===== src/sv/stfd_pkg.sv =====
// Shared types and codes for the sorted table block.
`default_nettype none
package stfd_pkg;

   localparam int KEY_W = 32;
   localparam int ACT_W = 2;
   localparam int STAT_W = 2;
   localparam int POS_W = 6;
   localparam int CNT_W = 7;
   localparam int RSP_W = 16;

   localparam logic [ACT_W-1:0] ACT_INSERT = 2'd0;
   localparam logic [ACT_W-1:0] ACT_FIND   = 2'd1;
   localparam logic [ACT_W-1:0] ACT_DELETE = 2'd2;

   localparam logic [STAT_W-1:0] ST_DONE = 2'd0;
   localparam logic [STAT_W-1:0] ST_MISS = 2'd1;
   localparam logic [STAT_W-1:0] ST_FULL = 2'd2;

   // compare results latched in each cell
   typedef struct packed {
      logic ins;   // empty, or entry greater than key
      logic ge;    // occupied and entry not below key
      logic eq;    // occupied and entry equals key
   } stfd_flags_type;

   typedef struct packed {
      logic compare;
      logic shift_ins;
      logic shift_del;
   } stfd_ctl_type;

endpackage
`default_nettype wire


===== src/sv/stfd_cell.sv =====
// One table slot: compares against the key and shifts with its neighbors.
`default_nettype none
module stfd_cell
   import stfd_pkg::*;
#(
   parameter int IDX = 0,
   parameter int CW  = 7
) (
   input  wire logic                   clock,
   input  wire stfd_ctl_type           ctl,
   input  wire logic signed [KEY_W-1:0] key,
   input  wire logic [CW-1:0]          count,
   input  wire logic signed [KEY_W-1:0] left_entry,
   input  wire stfd_flags_type         left_flags,
   input  wire logic signed [KEY_W-1:0] right_entry,
   output logic signed [KEY_W-1:0]     entry,
   output stfd_flags_type              flags
);

   logic signed [KEY_W-1:0] entry_ff, entry_in;
   stfd_flags_type flags_ff, flags_in;
   logic occ;

   assign occ = (CW'(IDX) < count);

   always_comb begin
      flags_in = flags_ff;
      if (ctl.compare) begin
         flags_in.ins = !occ || (entry_ff > key);
         flags_in.ge  = occ && (entry_ff >= key);
         flags_in.eq  = occ && (entry_ff == key);
      end
   end

   always_comb begin
      entry_in = entry_ff;
      priority if (ctl.shift_ins) begin
         if (left_flags.ins) begin
            entry_in = left_entry;
         end else if (flags_ff.ins) begin
            entry_in = key;
         end
      end else if (ctl.shift_del && flags_ff.ge) begin
         entry_in = right_entry;
      end
   end

   always_ff @(posedge clock) begin
      entry_ff <= entry_in;
      flags_ff <= flags_in;
   end

   assign entry = entry_ff;
   assign flags = flags_ff;

endmodule
`default_nettype wire


===== config.mk =====
export PLATFORM = sky130hd
export DESIGN_NAME = stfd_cell
export DESIGN_NICKNAME = d
export VERILOG_FILES = /design/src/sv/stfd_pkg.sv /design/src/sv/stfd_cell.sv
export SDC_FILE = /design/constraint.sdc
export NUM_CORES = 1
export LEC_CHECK = 0
export ABC_AREA = 1
export CAP_MARGIN = 40
export CORE_UTILIZATION = 45
export DETAILED_ROUTE_END_ITERATION = 16
export DONT_BUFFER_PORTS = 1
export GPL_ROUTABILITY_DRIVEN = 0
export GPL_TIMING_DRIVEN = 0
export SLEW_MARGIN = 25
export SYNTH_ARGS = -nofsm -noshare
export SYNTH_HDL_FRONTEND = slang
export SYNTH_SLANG_ARGS = --single-unit

===== constraint.sdc =====
create_clock -name clock -period 4 [get_ports clock]
set_input_delay 0.2 -clock clock [delete_from_list [all_inputs] [get_ports clock]]
set_output_delay 0.2 -clock clock [all_outputs]
set_load 0.01 [all_outputs]

==> impl_metrics.prom, run 1 <==
# TYPE chip_impl_metric gauge
chip_impl_metric{name="timing.final.crit_share",unit="%"} 48.35
chip_impl_metric{name="initial_core_utilization",unit="%"} 47.32
chip_impl_metric{name="post_synth_mux_area_share",unit="%"} 0
chip_impl_metric{name="post_route_cells_drive_above_1_share",unit="%"} 5.413
chip_impl_metric{name="synth-simple-area-share",unit="%"} 24.29
chip_impl_metric{name="netlist.area_leader.share",unit="%"} 39.85
chip_impl_info{name="timing.critical_path.cells",value="ha_1 -> nand2_1 -> nor2_1 -> clkinv_1 -> nor3_4 -> nand2_1 -> nand2_1 -> nand2_1 -> nand3_1 -> nand2_1"} 1
chip_impl_metric{name="post_drt_via_cell_ratio",unit=""} 5.374
chip_impl_metric{name="grt_start_max_net_pins",unit=""} 19
chip_impl_metric{name="clk_pin_slew",unit="ps"} 70
chip_impl_metric{name="num_antenna_cells",unit=""} 0
chip_impl_info{name="unrepaired_setup_endpoints_after_global_routing",value="no"} 1
chip_impl_metric{name="die_w",unit="µm"} 78.56
chip_impl_metric{name="via_count",unit=""} 2273
chip_impl_metric{name="rows",unit=""} 27
chip_impl_info{name="layout.cells.most_common_list",value="nand2_1 (106), nor2_1 (45), inv_1 (41)"} 1
chip_impl_metric{name="holdPathStages",unit=""} 0
chip_impl_metric{name="power",unit="mW"} 0.9771
chip_impl_metric{name="report.final.slew_viol_count",unit=""} 0
chip_impl_metric{name="yosysWarnings",unit=""} 0
chip_impl_info{name="critical-path-top-cell-by-count",value="nand2_1"} 1
chip_impl_metric{name="drc",unit=""} 0
chip_impl_metric{name="antenna_found_initial",unit=""} 0
chip_impl_metric{name="grt_first_pass_wirelength",unit="mm"} 10.25
chip_impl_metric{name="reg2reg_slack",unit="ps"} 2070
chip_impl_metric{name="synth_cell_type_count",unit=""} 24
chip_impl_metric{name="ioPinCount",unit=""} 145
chip_impl_metric{name="synth_area",unit="µm²"} 2638
chip_impl_metric{name="die_area",unit="µm²"} 6172
chip_impl_metric{name="cts.repair_timing.setup_buffer_count",unit=""} 0
chip_impl_metric{name="r2r_cells",unit=""} 10
chip_impl_info{name="crit_family",value="simple AND/OR/NAND/NOR gates"} 1
chip_impl_metric{name="report.final.hold_viol_count",unit=""} 0
chip_impl_metric{name="slew_headroom",unit="%"} 54.54
chip_impl_metric{name="synth-compound-area-share",unit="%"} 11.91
chip_impl_metric{name="ir_drop",unit="mV"} 0.1600
chip_impl_info{name="hold_path_end",value="flags[2]$_DFFE_PP_"} 1
chip_impl_metric{name="ctsHoldBuffers",unit=""} 0
chip_impl_metric{name="postCtsResizedCells",unit=""} 0
chip_impl_metric{name="worst_slack",unit="ps"} 2066
chip_impl_metric{name="routedWlPerCell",unit="µm"} 15.22
chip_impl_metric{name="synth.avg_cell_area",unit="µm²"} 7.712
chip_impl_metric{name="cp.buffers_inverters",unit=""} 1
chip_impl_metric{name="critical_path_peak_fanout",unit=""} 3
chip_impl_metric{name="total_power_divided_by_cell_area",unit="nW/µm²"} 342.8
chip_impl_metric{name="clk_path_buf_depth",unit=""} 2
chip_impl_info{name="layout.cells.most_common",value="nand2_1"} 1
chip_impl_metric{name="postLayoutCoreUtil",unit="%"} 51.13
chip_impl_info{name="worst_r2r_startpoint",value="entry[19]$_DFFE_PP_"} 1
chip_impl_info{name="hold_path.startpoint",value="ctl[2]"} 1
chip_impl_metric{name="ys_seq_area_share",unit="%"} 39.85
chip_impl_metric{name="postSynthRegisterBits",unit=""} 35
chip_impl_metric{name="cts_buffers",unit=""} 5
chip_impl_metric{name="routed_wl",unit="mm"} 6.436
chip_impl_metric{name="final_report_setup_violation_count",unit=""} 0
chip_impl_info{name="start_kind",value="register"} 1
chip_impl_metric{name="postSynthCellCount",unit=""} 342
chip_impl_metric{name="fp.dieH",unit="µm"} 78.56
chip_impl_metric{name="max_freq",unit="GHz"} 0.5170
chip_impl_info{name="synth.top_cells.by_area",value="edfxtp_1 (40%), ha_1 (15%), nand2_1 (15%)"} 1
chip_impl_info{name="cts_tree",value="built"} 1
chip_impl_metric{name="worstPathArrival",unit="ps"} 1970
chip_impl_metric{name="first_iter_violations",unit=""} 95
chip_impl_metric{name="insertion_delay",unit="ps"} 280
chip_impl_metric{name="globalRoute.totalOverflow",unit=""} 0
chip_impl_info{name="timing.rr.end",value="flags[1]$_DFFE_PP_"} 1
chip_impl_info{name="cell_with_the_largest_stage_delay_on_the_worst_path",value="edfxtp_1"} 1
chip_impl_info{name="hp-class",value="in2reg"} 1
chip_impl_metric{name="placed_cell_area",unit="µm²"} 2770
chip_impl_metric{name="grt_use_total",unit="%"} 21.84
chip_impl_info{name="status",value="complete, no violations"} 1
chip_impl_metric{name="input_output_buffers",unit=""} 0
chip_impl_metric{name="detailed_routing_iteration_count_for_the_pre_antenna_repair_pass",unit=""} 4
chip_impl_info{name="worst_setup_path_class",value="reg2reg"} 1
chip_impl_metric{name="static-leakage-power",unit="nW"} 1.331
chip_impl_metric{name="vias_in_the_first_global_route",unit=""} 2264
chip_impl_metric{name="final_antenna_net_count",unit=""} 0
chip_impl_metric{name="final_period_minus_worst_setup_slack",unit="ps"} 1934
chip_impl_metric{name="final.setup_skew",unit="ps"} 8.109
chip_impl_metric{name="required",unit="ps"} 4040
chip_impl_metric{name="worstSetupPathDepth",unit=""} 10
chip_impl_metric{name="synth-xor-area-share",unit="%"} 0
chip_impl_metric{name="flow.area_growth_from_synthesis",unit="%"} 8.064
chip_impl_info{name="clk_root_buffer_cell",value="clkbuf_8"} 1
chip_impl_metric{name="tritoncts_num_sinks",unit=""} 35
chip_impl_metric{name="critical_path.max_stage_delay",unit="ps"} 460
chip_impl_metric{name="detailed_placer_s_ending_hpwl",unit="mm"} 5.087
chip_impl_metric{name="floorplan_core_area",unit="µm²"} 5574
chip_impl_metric{name="worstMarginPinSlew",unit="ps"} 681.9
chip_impl_metric{name="stdcell_area",unit="µm²"} 2850
chip_impl_metric{name="final_nets",unit=""} 492
chip_impl_metric{name="max_cap_violation_count",unit=""} 0
chip_impl_info{name="synth_top_family_by_area",value="simple AND/OR/NAND/NOR gates"} 1
chip_impl_info{name="timing.critical_path.to_type",value="register"} 1
chip_impl_metric{name="synthesis.nets",unit=""} 484
chip_impl_info{name="yosysTopAreaCell",value="edfxtp_1"} 1
chip_impl_metric{name="ctsHtreeMaxLevel",unit=""} 2
chip_impl_metric{name="synth_adder_area_share",unit="%"} 15.18
chip_impl_metric{name="place_worst_setup_slack",unit="ps"} 2073
## sequential cells by signal, indices dropped and copies added (netlist names)
signal / flops
flags: 3
entry: 32
## cell usage after synthesis
cell type  count
ha_1          32
a21oi_1       13
clkinv_1       2
nand3_1        5
o21a_1         1
a21oi_2        1
buf_2          2
nor4_1         1
nand2_1      106
a31oi_1       33
nor2_2         1
inv_1         41
nand2_2        1
o21ai_0        2
inv_2          4
and3_2         1
edfxtp_1      35
o21a_2         1
clkbuf_1       8
nand4_1        1
nor2_1        45
buf_1          4
a21o_1         1
nor3_4         1
## power by group
group          total, mW  leakage (nW)  switching, mW  internal [mW]
clock network      0.248        0.0403          0.129          0.119
logic              0.221         0.948          0.132         0.0883
registers          0.508         0.343         0.0478          0.461
## worst reg2reg max path, stage by stage (launching register included)
cell	delay (ps)
edfxtp_1	460
ha_1	350
nand2_1	50
nor2_1	130
clkinv_1	140
nor3_4	220
nand2_1	100
nand2_1	60
nand2_1	60
nand3_1	60
nand2_1	50
## cells by family after synthesis
| logic type | after synthesis |
|---|---|
| compound gates | 52 |
| fa+ha+maj | 32 |
| flops | 35 |
| simple gates | 162 |
| buf+inv | 61 |
## area by class of cell
cell class / count / area (µm²)
Buffer: 14 / 55.05
Clock buffer: 6 / 72.57
Clock inverter: 2 / 7.507
Fill cell: 555 / 2724
Inverter: 47 / 176.4
Multi-Input combinational cell: 246 / 1370
Sequential cell: 35 / 1051
Tap cell: 72 / 90.09
Timing Repair Buffer: 1 / 27.53
## metrics by stage
step	std cells	TNS, ps	hold slack [ps]
2_1_floorplan	342	0	312.5
3_3_place_gp	414	-3905	312.9
3_5_place_dp	415	0	312.9
4_1_cts	423	0	9.953
5_1_grt	423	0	8.252
6_report	423	0	20.06
## worst max-delay path by stage
stage	startpoint	to	slack, ps
floorplan	left_flags[2]	entry[0]$_DFFE_PP_	1150
global route	entry[19]$_DFFE_PP_	flags[1]$_DFFE_PP_	1910
global placement	left_flags[2]	entry[10]$_DFFE_PP_	-120
finish	entry[19]$_DFFE_PP_	flags[1]$_DFFE_PP_	2070
CTS	entry[19]$_DFFE_PP_	flags[1]$_DFFE_PP_	2070
detailed placement	left_flags[2]	entry[17]$_DFFE_PP_	2070
## per-layer routing
metal  part of all wire [%]  global-route usage, %  wire [µm]  vias up
li1                       -                      -          -     1147
met4                    2.3                  9.444        146        0
met1                     41                  25.04       2661     1007
met3                    9.4                  6.628        606       14
met5                      0                      0          0        -
met2                     47                  37.30       3021      105
Power figures use the tool's default switching activity.
==> run 2, diff against run 1 <==
==> constraint.sdc (replaced) <==
create_clock -name clock -period 2 [get_ports clock]
set_input_delay 0.1 -clock clock [delete_from_list [all_inputs] [get_ports clock]]
set_output_delay 0.1 -clock clock [all_outputs]
set_load 0.01 [all_outputs]
==> run 2 against run 1 <==
  * Register-to-register slack worse by 1900 ps
  * First-iteration DRC count is 22% lower
  * Critical path depth shrank 2
  * Highest routed layer unchanged
  * Largest cell class unchanged
  * Final cell count up 0.95%
  * Combinational power rose by 120%
  * Setup slack got worse by 1900 ps
  * Global-route usage is 0.44 points higher
  * Maximum frequency grew 4.9%
  * Via count increased by 1.1%
  * Largest power group unchanged
  * Core utilization grew 2.3 points
  * Non-clock buffer count rose by 4
==> impl_metrics.prom, run 2 (synthesis gave the netlist of run 1 again) <==
# TYPE chip_impl_metric gauge
chip_impl_metric{name="detailed_placer_s_ending_hpwl",unit="mm"} 5.231
chip_impl_metric{name="worstMarginPinSlew",unit="ps"} 629.3
chip_impl_info{name="layout.cells.most_common",value="nand2_1"} 1
chip_impl_info{name="cell_with_the_largest_stage_delay_on_the_worst_path",value="edfxtp_1"} 1
chip_impl_info{name="unrepaired_setup_endpoints_after_global_routing",value="no"} 1
chip_impl_metric{name="via_count",unit=""} 2299
chip_impl_metric{name="clk_pin_slew",unit="ps"} 80
chip_impl_metric{name="worstPathArrival",unit="ps"} 1890
chip_impl_info{name="worst_r2r_startpoint",value="entry[21]$_DFFE_PP_"} 1
chip_impl_metric{name="ctsHtreeMaxLevel",unit=""} 2
chip_impl_metric{name="final_nets",unit=""} 496
chip_impl_metric{name="max_freq",unit="GHz"} 0.5422
chip_impl_info{name="setup.worst_path.start",value="entry[21]$_DFFE_PP_"} 1
chip_impl_metric{name="share_comb_of_total_power",unit="%"} 22.6
chip_impl_info{name="crit_family",value="compound AO/OA/AOI/OAI gates"} 1
chip_impl_metric{name="place_worst_setup_slack",unit="ps"} 71.32
chip_impl_metric{name="reg2reg_slack",unit="ps"} 160
chip_impl_metric{name="routed_wl",unit="mm"} 6.725
chip_impl_metric{name="largest_register_ff_count",unit=""} 32
chip_impl_metric{name="initial_core_utilization",unit="%"} 47.32
chip_impl_metric{name="flow.area_growth_from_synthesis",unit="%"} 13.00
chip_impl_metric{name="net_switching_share_of_the_total_power",unit="%"} 30.28
chip_impl_metric{name="globalRoute.totalOverflow",unit=""} 0
chip_impl_metric{name="vias_in_the_first_global_route",unit=""} 2312
chip_impl_metric{name="rows",unit=""} 27
chip_impl_metric{name="timing.hold.ws",unit="ps"} 62.58
chip_impl_metric{name="report.final.hold_viol_count",unit=""} 0
chip_impl_metric{name="critical_path_peak_fanout",unit=""} 2
chip_impl_info{name="timing.critical_path.cells",value="ha_1 -> a21oi_1 -> o21a_1 -> nand2_1 -> a21oi_2 -> nand3_1 -> nand3_1 -> nand2_1"} 1
chip_impl_metric{name="p_int",unit="mW"} 1.486
chip_impl_info{name="hp-class",value="in2reg"} 1
chip_impl_metric{name="detailed_routing_iteration_count_for_the_pre_antenna_repair_pass",unit=""} 4
chip_impl_metric{name="insertion_delay",unit="ps"} 280
chip_impl_metric{name="routedWlPerCell",unit="µm"} 15.75
chip_impl_metric{name="cp.buffers_inverters",unit=""} 0
chip_impl_metric{name="cts_buffers",unit=""} 5
chip_impl_metric{name="timing.final.crit_share",unit="%"} 92.22
chip_impl_metric{name="max_cap_violation_count",unit=""} 0
chip_impl_info{name="timing.critical_path.to_type",value="register"} 1
chip_impl_metric{name="post_drt_via_cell_ratio",unit=""} 5.384
chip_impl_metric{name="report.final.slew_viol_count",unit=""} 0
chip_impl_metric{name="worstSetupPathDepth",unit=""} 8
chip_impl_info{name="worst_setup_path_class",value="reg2reg"} 1
chip_impl_metric{name="die_area",unit="µm²"} 6172
chip_impl_metric{name="floorplan_core_area",unit="µm²"} 5574
chip_impl_info{name="crit_path_end",value="flags[1]$_DFFE_PP_"} 1
chip_impl_info{name="timing.rr.end",value="flags[1]$_DFFE_PP_"} 1
chip_impl_metric{name="final_period_minus_worst_setup_slack",unit="ps"} 1844
chip_impl_metric{name="grt_use_total",unit="%"} 22.28
chip_impl_metric{name="grt_start_max_net_pins",unit=""} 16
chip_impl_metric{name="input_output_buffers",unit=""} 0
chip_impl_metric{name="post_route_cells_drive_above_1_share",unit="%"} 9.577
chip_impl_info{name="clk_root_buffer_cell",value="clkbuf_8"} 1
chip_impl_info{name="start_kind",value="register"} 1
chip_impl_metric{name="first_iter_violations",unit=""} 74
chip_impl_metric{name="netSwitchingPower",unit="mW"} 0.6453
chip_impl_info{name="status",value="complete, no violations"} 1
chip_impl_metric{name="static-leakage-power",unit="nW"} 1.370
chip_impl_metric{name="required",unit="ps"} 2050
chip_impl_metric{name="postLayoutCoreUtil",unit="%"} 53.47
chip_impl_metric{name="drc",unit=""} 0
chip_impl_metric{name="total_power_divided_by_cell_area",unit="nW/µm²"} 715.2
chip_impl_metric{name="antenna_found_initial",unit=""} 0
chip_impl_metric{name="clock_power_share",unit="%"} 29.5
chip_impl_metric{name="slew_headroom",unit="%"} 58.04
chip_impl_info{name="cts_tree",value="built"} 1
chip_impl_metric{name="grt_first_pass_wirelength",unit="mm"} 10.50
chip_impl_metric{name="power.share.sequential",unit="%"} 47.8
chip_impl_metric{name="clk_path_buf_depth",unit=""} 2
chip_impl_metric{name="final.setup_skew",unit="ps"} 6.970
chip_impl_metric{name="num_antenna_cells",unit=""} 0
chip_impl_metric{name="die_w",unit="µm"} 78.56
chip_impl_metric{name="final_report_setup_violation_count",unit=""} 0
chip_impl_metric{name="ir_drop",unit="mV"} 0.3336
chip_impl_metric{name="tritoncts_num_sinks",unit=""} 35
chip_impl_metric{name="critical_path.max_stage_delay",unit="ps"} 460
chip_impl_info{name="layout.cells.most_common_list",value="nand2_1 (104), nor2_1 (42), inv_1 (41)"} 1
chip_impl_metric{name="r2r_cells",unit=""} 8
chip_impl_metric{name="final_antenna_net_count",unit=""} 0
chip_impl_metric{name="ioPinCount",unit=""} 145
chip_impl_metric{name="worst_slack",unit="ps"} 155.5
chip_impl_metric{name="fp.dieH",unit="µm"} 78.56
[run 2: changes by cell type in the layout (fill, tap and decap cells not counted)]
cell,before,now
clkinv_1,4,2
nor2_2,1,4
buf_4,0,2
buf_8,0,1
clkbuf_1,9,8
nand2_1,106,104
bufinv_16,0,1
dlygate4sd3_1,0,1
inv_2,4,5
nand2_2,1,3
nor2_1,45,42
ha_1,32,28
ha_4,0,4
clkinv_2,0,1
[run 2: repair_timing]
action | CTS | global route
gates resized for setup | 0 | 10
endpoints found under the hold margin | 3 | 0
endpoints found under the setup margin | 0 | 2
buffers inserted | 0 | 2
hold buffers | 1 | 0
[run 2: final cells by class]
class                   count  area, µm²
fillers                   569       2594
multi-input cells         246       1433
flip-flops and latches     35       1051
inverters                  47      176.4
well taps                  72      90.09
clock buffers               5      68.82
repair buffers              5      67.56
plain buffers              14      55.05
clock inverters             3      38.79
[run 2: worst min-delay path by stage]
stage / endpoint / startpoint / cells past startpoint / slack (ps)
3_3_place_gp: flags[0]$_DFFE_PP_ / ctl[2] / 0 / 210
3_5_place_dp: flags[2]$_DFFE_PP_ / ctl[2] / 0 / 210
4_1_cts: entry[1]$_DFFE_PP_ / right_entry[1] / 2 / 60
2_1_floorplan: flags[0]$_DFFE_PP_ / ctl[2] / 0 / 210
6_report: entry[1]$_DFFE_PP_ / right_entry[1] / 2 / 60
5_1_grt: entry[8]$_DFFE_PP_ / right_entry[8] / 2 / 60
[run 2: metrics by stage]
step                      area, µm²  total power [mW]  TNS [ps]  std cells
after global placement         2734             1.451    -26810        414
after floorplan                2644             1.351         0        342
after CTS                      2903             2.126         0        425
after detailed placement       2785             1.490         0        416
after global routing           2980             2.270         0        427
final                          2980             2.132         0        427
[run 2: power groups by stage]
stage	clock network, mW	logic [mW]	registers, mW
after global routing	0.678	0.563	1.03
after detailed placement	0	0.456	1.03
after global placement	0	0.416	1.04
after floorplan	0	0.336	1.01
after CTS	0.647	0.462	1.02
final	0.630	0.483	1.02
[run 2: per-layer routing]
| metal | GRT usage (%) | wire length [µm] |
|---|---|---|
| met1 | 24.95 | 2829 |
| met2 | 39.65 | 3257 |
| met3 | 8.140 | 575 |
| met4 | 5.556 | 62 |
| met5 | 0 | 0 |
==> run 3, diff against run 2 <==
--- a/config.mk
+++ b/config.mk
@@ -5,7 +5,7 @@
 export SDC_FILE = /design/constraint.sdc
 export NUM_CORES = 1
 export LEC_CHECK = 0
-export ABC_AREA = 1
+export ABC_AREA = 0
 export CAP_MARGIN = 40
 export CORE_UTILIZATION = 45
 export DETAILED_ROUTE_END_ITERATION = 16
==> run 3 against run 2 <==
  * The run now ends with setup timing left
  * Count of clock-buffer cells in the layout increased by 2
  * Non-clock buffer count decreased by 2
  * First-iteration DRC count shrank 4.1%
  * Routed wire length shrank 14%
  * Sequential power barely moved
  * Total power decreased by 8.2%
  * Synthesized cell count decreased by 22%
  * Final area fell by 1.6%
  * Clock skew up 0.73 ps
  * Die area down 2.6%
  * Critical path type unchanged
  * Largest power group unchanged
==> impl_metrics.prom, run 3 <==
# TYPE chip_impl_metric gauge
chip_impl_metric{name="final.setup_skew",unit="ps"} 7.696
chip_impl_metric{name="netlist.area_leader.share",unit="%"} 40.92
chip_impl_info{name="yosysMostFrequentCell",value="a21oi_1"} 1
chip_impl_metric{name="die_w",unit="µm"} 77.55
chip_impl_metric{name="num_antenna_cells",unit=""} 0
chip_impl_metric{name="reg2reg_slack",unit="ps"} -200
chip_impl_metric{name="routed_wl",unit="mm"} 5.781
chip_impl_info{name="worst_r2r_startpoint",value="entry[11]$_DFFE_PP_"} 1
chip_impl_metric{name="grt_start_max_net_pins",unit=""} 18
chip_impl_metric{name="globalRoute.totalOverflow",unit=""} 0
chip_impl_metric{name="via_count",unit=""} 1974
chip_impl_metric{name="ys_async_sr_fraction",unit="%"} 0
chip_impl_metric{name="final_nets",unit=""} 422
chip_impl_metric{name="ys_seq_area_share",unit="%"} 40.92
chip_impl_info{name="synth.top_cells.by_area",value="edfxtp_1 (41%), ha_1 (16%), mux2i_1 (12%)"} 1
chip_impl_metric{name="worst_slack",unit="ps"} -203.4
chip_impl_metric{name="tritoncts_num_sinks",unit=""} 35
chip_impl_metric{name="cts_buffers",unit=""} 5
chip_impl_metric{name="fp.dieH",unit="µm"} 77.55
chip_impl_metric{name="die_area",unit="µm²"} 6014
chip_impl_metric{name="synth.avg_cell_area",unit="µm²"} 9.621
chip_impl_info{name="unrepaired_setup_endpoints_after_global_routing",value="yes"} 1
chip_impl_info{name="hold_path_end",value="entry[4]$_DFFE_PP_"} 1
chip_impl_metric{name="max_cap_violation_count",unit=""} 0
chip_impl_metric{name="holdPathStages",unit=""} 2
chip_impl_metric{name="grt_first_pass_wirelength",unit="mm"} 9.059
chip_impl_metric{name="clk_pin_slew",unit="ps"} 70
chip_impl_info{name="yosysTopAreaCell",value="edfxtp_1"} 1
chip_impl_metric{name="insertion_delay",unit="ps"} 280
chip_impl_info{name="synth_top_flop_cell",value="edfxtp_1"} 1
chip_impl_metric{name="first_iter_violations",unit=""} 71
chip_impl_metric{name="r2r_cells",unit=""} 7
chip_impl_metric{name="ir_drop",unit="mV"} 0.3228
chip_impl_metric{name="final_report_setup_violation_count",unit=""} 2
chip_impl_metric{name="floorplan_core_area",unit="µm²"} 5507
chip_impl_metric{name="timing.final.crit_share",unit="%"} 110.2
chip_impl_info{name="synth_commonest_cells",value="a21oi_1 (45), edfxtp_1 (35), nor2_1 (35)"} 1
chip_impl_info{name="status",value="finished with violations"} 1
chip_impl_info{name="start_kind",value="register"} 1
chip_impl_info{name="timing.critical_path.to_type",value="register"} 1
chip_impl_metric{name="postLayoutCoreUtil",unit="%"} 53.28
chip_impl_metric{name="detailed_routing_iteration_count_for_the_pre_antenna_repair_pass",unit=""} 4
chip_impl_metric{name="clk_path_buf_depth",unit=""} 2
chip_impl_metric{name="postSynthCellCount",unit=""} 267
chip_impl_metric{name="placed_cell_area",unit="µm²"} 2721
chip_impl_metric{name="ioPinCount",unit=""} 145
chip_impl_metric{name="report.final.hold_viol_count",unit=""} 0
chip_impl_metric{name="initial_core_utilization",unit="%"} 46.65
chip_impl_metric{name="synth_area",unit="µm²"} 2569
chip_impl_metric{name="power",unit="mW"} 1.958
chip_impl_info{name="hp-class",value="in2reg"} 1
chip_impl_metric{name="critical_path_peak_fanout",unit=""} 3
chip_impl_metric{name="static-leakage-power",unit="nW"} 1.286
chip_impl_info{name="layout.cells.most_common_list",value="a21oi_1 (44), nor2_1 (35), edfxtp_1 (35)"} 1
chip_impl_metric{name="synth_cell_type_count",unit=""} 28
chip_impl_metric{name="rows",unit=""} 27
chip_impl_metric{name="timing.hold.ws",unit="ps"} 45.54
chip_impl_info{name="hold_path.startpoint",value="right_entry[4]"} 1
chip_impl_info{name="cell_with_the_largest_stage_delay_on_the_worst_path",value="edfxtp_1"} 1
chip_impl_metric{name="flow.area_growth_from_synthesis",unit="%"} 14.22
chip_impl_info{name="layout.cells.most_common",value="a21oi_1"} 1
chip_impl_metric{name="final_antenna_net_count",unit=""} 0
chip_impl_metric{name="total_power_divided_by_cell_area",unit="nW/µm²"} 667.3
chip_impl_metric{name="vias_in_the_first_global_route",unit=""} 2035
chip_impl_metric{name="multiInputGateArea",unit="µm²"} 1471
chip_impl_metric{name="input_output_buffers",unit=""} 0
chip_impl_metric{name="place_worst_setup_slack",unit="ps"} -305.5
chip_impl_metric{name="regArea",unit="µm²"} 1051
chip_impl_metric{name="yosysWarnings",unit=""} 0
chip_impl_metric{name="largest_register_ff_count",unit=""} 32
chip_impl_metric{name="max_freq",unit="GHz"} 0.4538
chip_impl_metric{name="drc",unit=""} 0
chip_impl_metric{name="report.final.slew_viol_count",unit=""} 0
chip_impl_metric{name="worstPathArrival",unit="ps"} 2220
chip_impl_metric{name="synthesis.nets",unit=""} 409
chip_impl_metric{name="antenna_found_initial",unit=""} 0
chip_impl_info{name="timing.critical_path.cells",value="ha_4 -> nand4_1 -> nor4_4 -> a21boi_2 -> o31a_1 -> o21ba_4 -> nor3_1"} 1
chip_impl_metric{name="ctsHtreeMaxLevel",unit=""} 2
chip_impl_info{name="timing.rr.end",value="flags[1]$_DFFE_PP_"} 1
chip_impl_metric{name="postSynthRegisterBits",unit=""} 35
chip_impl_metric{name="required",unit="ps"} 2010
chip_impl_metric{name="post_route_cells_drive_above_1_share",unit="%"} 10.32
chip_impl_metric{name="fillers",unit=""} 498
chip_impl_info{name="clk_root_buffer_cell",value="clkbuf_8"} 1
chip_impl_metric{name="grt_use_total",unit="%"} 19.71
chip_impl_info{name="cts_tree",value="built"} 1
chip_impl_metric{name="routedWlPerCell",unit="µm"} 16.38
chip_impl_metric{name="worstMarginPinSlew",unit="ps"} 640.5
chip_impl_metric{name="final_period_minus_worst_setup_slack",unit="ps"} 2203
chip_impl_metric{name="stdcell_area",unit="µm²"} 2934
chip_impl_metric{name="critical_path.max_stage_delay",unit="ps"} 490
chip_impl_metric{name="detailed_placer_s_ending_hpwl",unit="mm"} 4.579
chip_impl_info{name="violations_in_the_final_reports",value="setup timing"} 1
chip_impl_metric{name="post_drt_via_cell_ratio",unit=""} 5.592
chip_impl_info{name="worst_setup_path_class",value="reg2reg"} 1
chip_impl_metric{name="slew_headroom",unit="%"} 57.21
chip_impl_metric{name="synth_enable_flop_cells",unit=""} 35
==> run 3: changes by cell type after synthesis, sizes merged, moves of 11 or more <==
cell / previous run / this run
a31oi: 33 / 1
nor2: 46 / 35
inv: 45 / 34
mux2i: 0 / 32
nand2: 107 / 7
a21oi: 14 / 46
==> run 3: cells by family (layout without fill, tap and decap cells) <==
logic type	after synthesis	in the layout	share of synthesized area [%]
AND/OR/NAND/NOR	62	62	10.81
AO/OA/AOI/OAI	61	61	13.49
buffers and inverters	45	59	6.722
flip-flops	35	35	40.92
adder cells (fa/ha/maj)	32	32	15.59
multiplexers	32	32	12.47
==> run 3: how the worst max path moves through the flow <==
stage	start	end	slack, ps	cells past startpoint
after floorplan	entry[5]$_DFFE_PP_	flags[2]$_DFFE_PP_	-1	7
after global placement	entry[11]$_DFFE_PP_	flags[1]$_DFFE_PP_	-280	7
after detailed placement	entry[11]$_DFFE_PP_	flags[1]$_DFFE_PP_	-310	7
after CTS	entry[11]$_DFFE_PP_	flags[1]$_DFFE_PP_	-240	7
after global routing	entry[5]$_DFFE_PP_	flags[1]$_DFFE_PP_	-350	7
final	entry[11]$_DFFE_PP_	flags[1]$_DFFE_PP_	-200	7
==> run 3: metal layers <==
metal | up-vias | GRT usage [%] | routed length [µm]
met3 | 6 | 6.588 | 544
met4 | 0 | 6.981 | 65
met1 | 888 | 22.73 | 2378
met2 | 99 | 33.89 | 2792
met5 | - | 0 | 0
li1 | 981 | - | -
==> run 3: metrics by stage <==
stage	cells	setup TNS [ps]
final	353	-398.5
after detailed placement	340	-1889
after floorplan	267	-1.419
after global placement	339	-8724
after CTS	353	-481.5
after global routing	353	-738.4
==> run 3: layout make-up <==
| type | instances | area share (%) |
|---|---|---|
| multi-input cells | 187 | 50.15 |
| flip-flops and latches | 35 | 35.82 |
| inverters | 34 | 4.350 |
| well taps | 72 | 3.070 |
| clock buffers | 7 | 2.601 |
| repair buffers | 6 | 2.303 |
| plain buffers | 11 | 1.535 |
| clock inverters | 1 | 0.1706 |
==> run 3: repair_timing <==
action | CTS | global route
cloned | 0 | 0
pin swaps | 6 | 2
resized for setup | 9 | 4
setup buffers | 4 | 0
endpoints found under the setup margin | 2 | 3
hold buffers | 1 | 0
hold endpoints to repair | 3 | 0
==> run 3: where the power goes <==
group / internal (mW) / total, mW / switching (mW) / leakage (nW)
Combinational: 0.206 / 0.457 / 0.251 / 0.903
Clock: 0.244 / 0.491 / 0.246 / 0.0422
Sequential: 0.916 / 1.01 / 0.0945 / 0.341
==> run 3: worst max-delay path, delay by kind of cell, from the launching register on <==
| family | cells | cell delay [ps] |
|---|---|---|
| and+or+nand+nor | 3 | 560 |
| DFF | 1 | 490 |
| AOI/OAI and AO/OA | 3 | 560 |
| adders and majority gates | 1 | 320 |
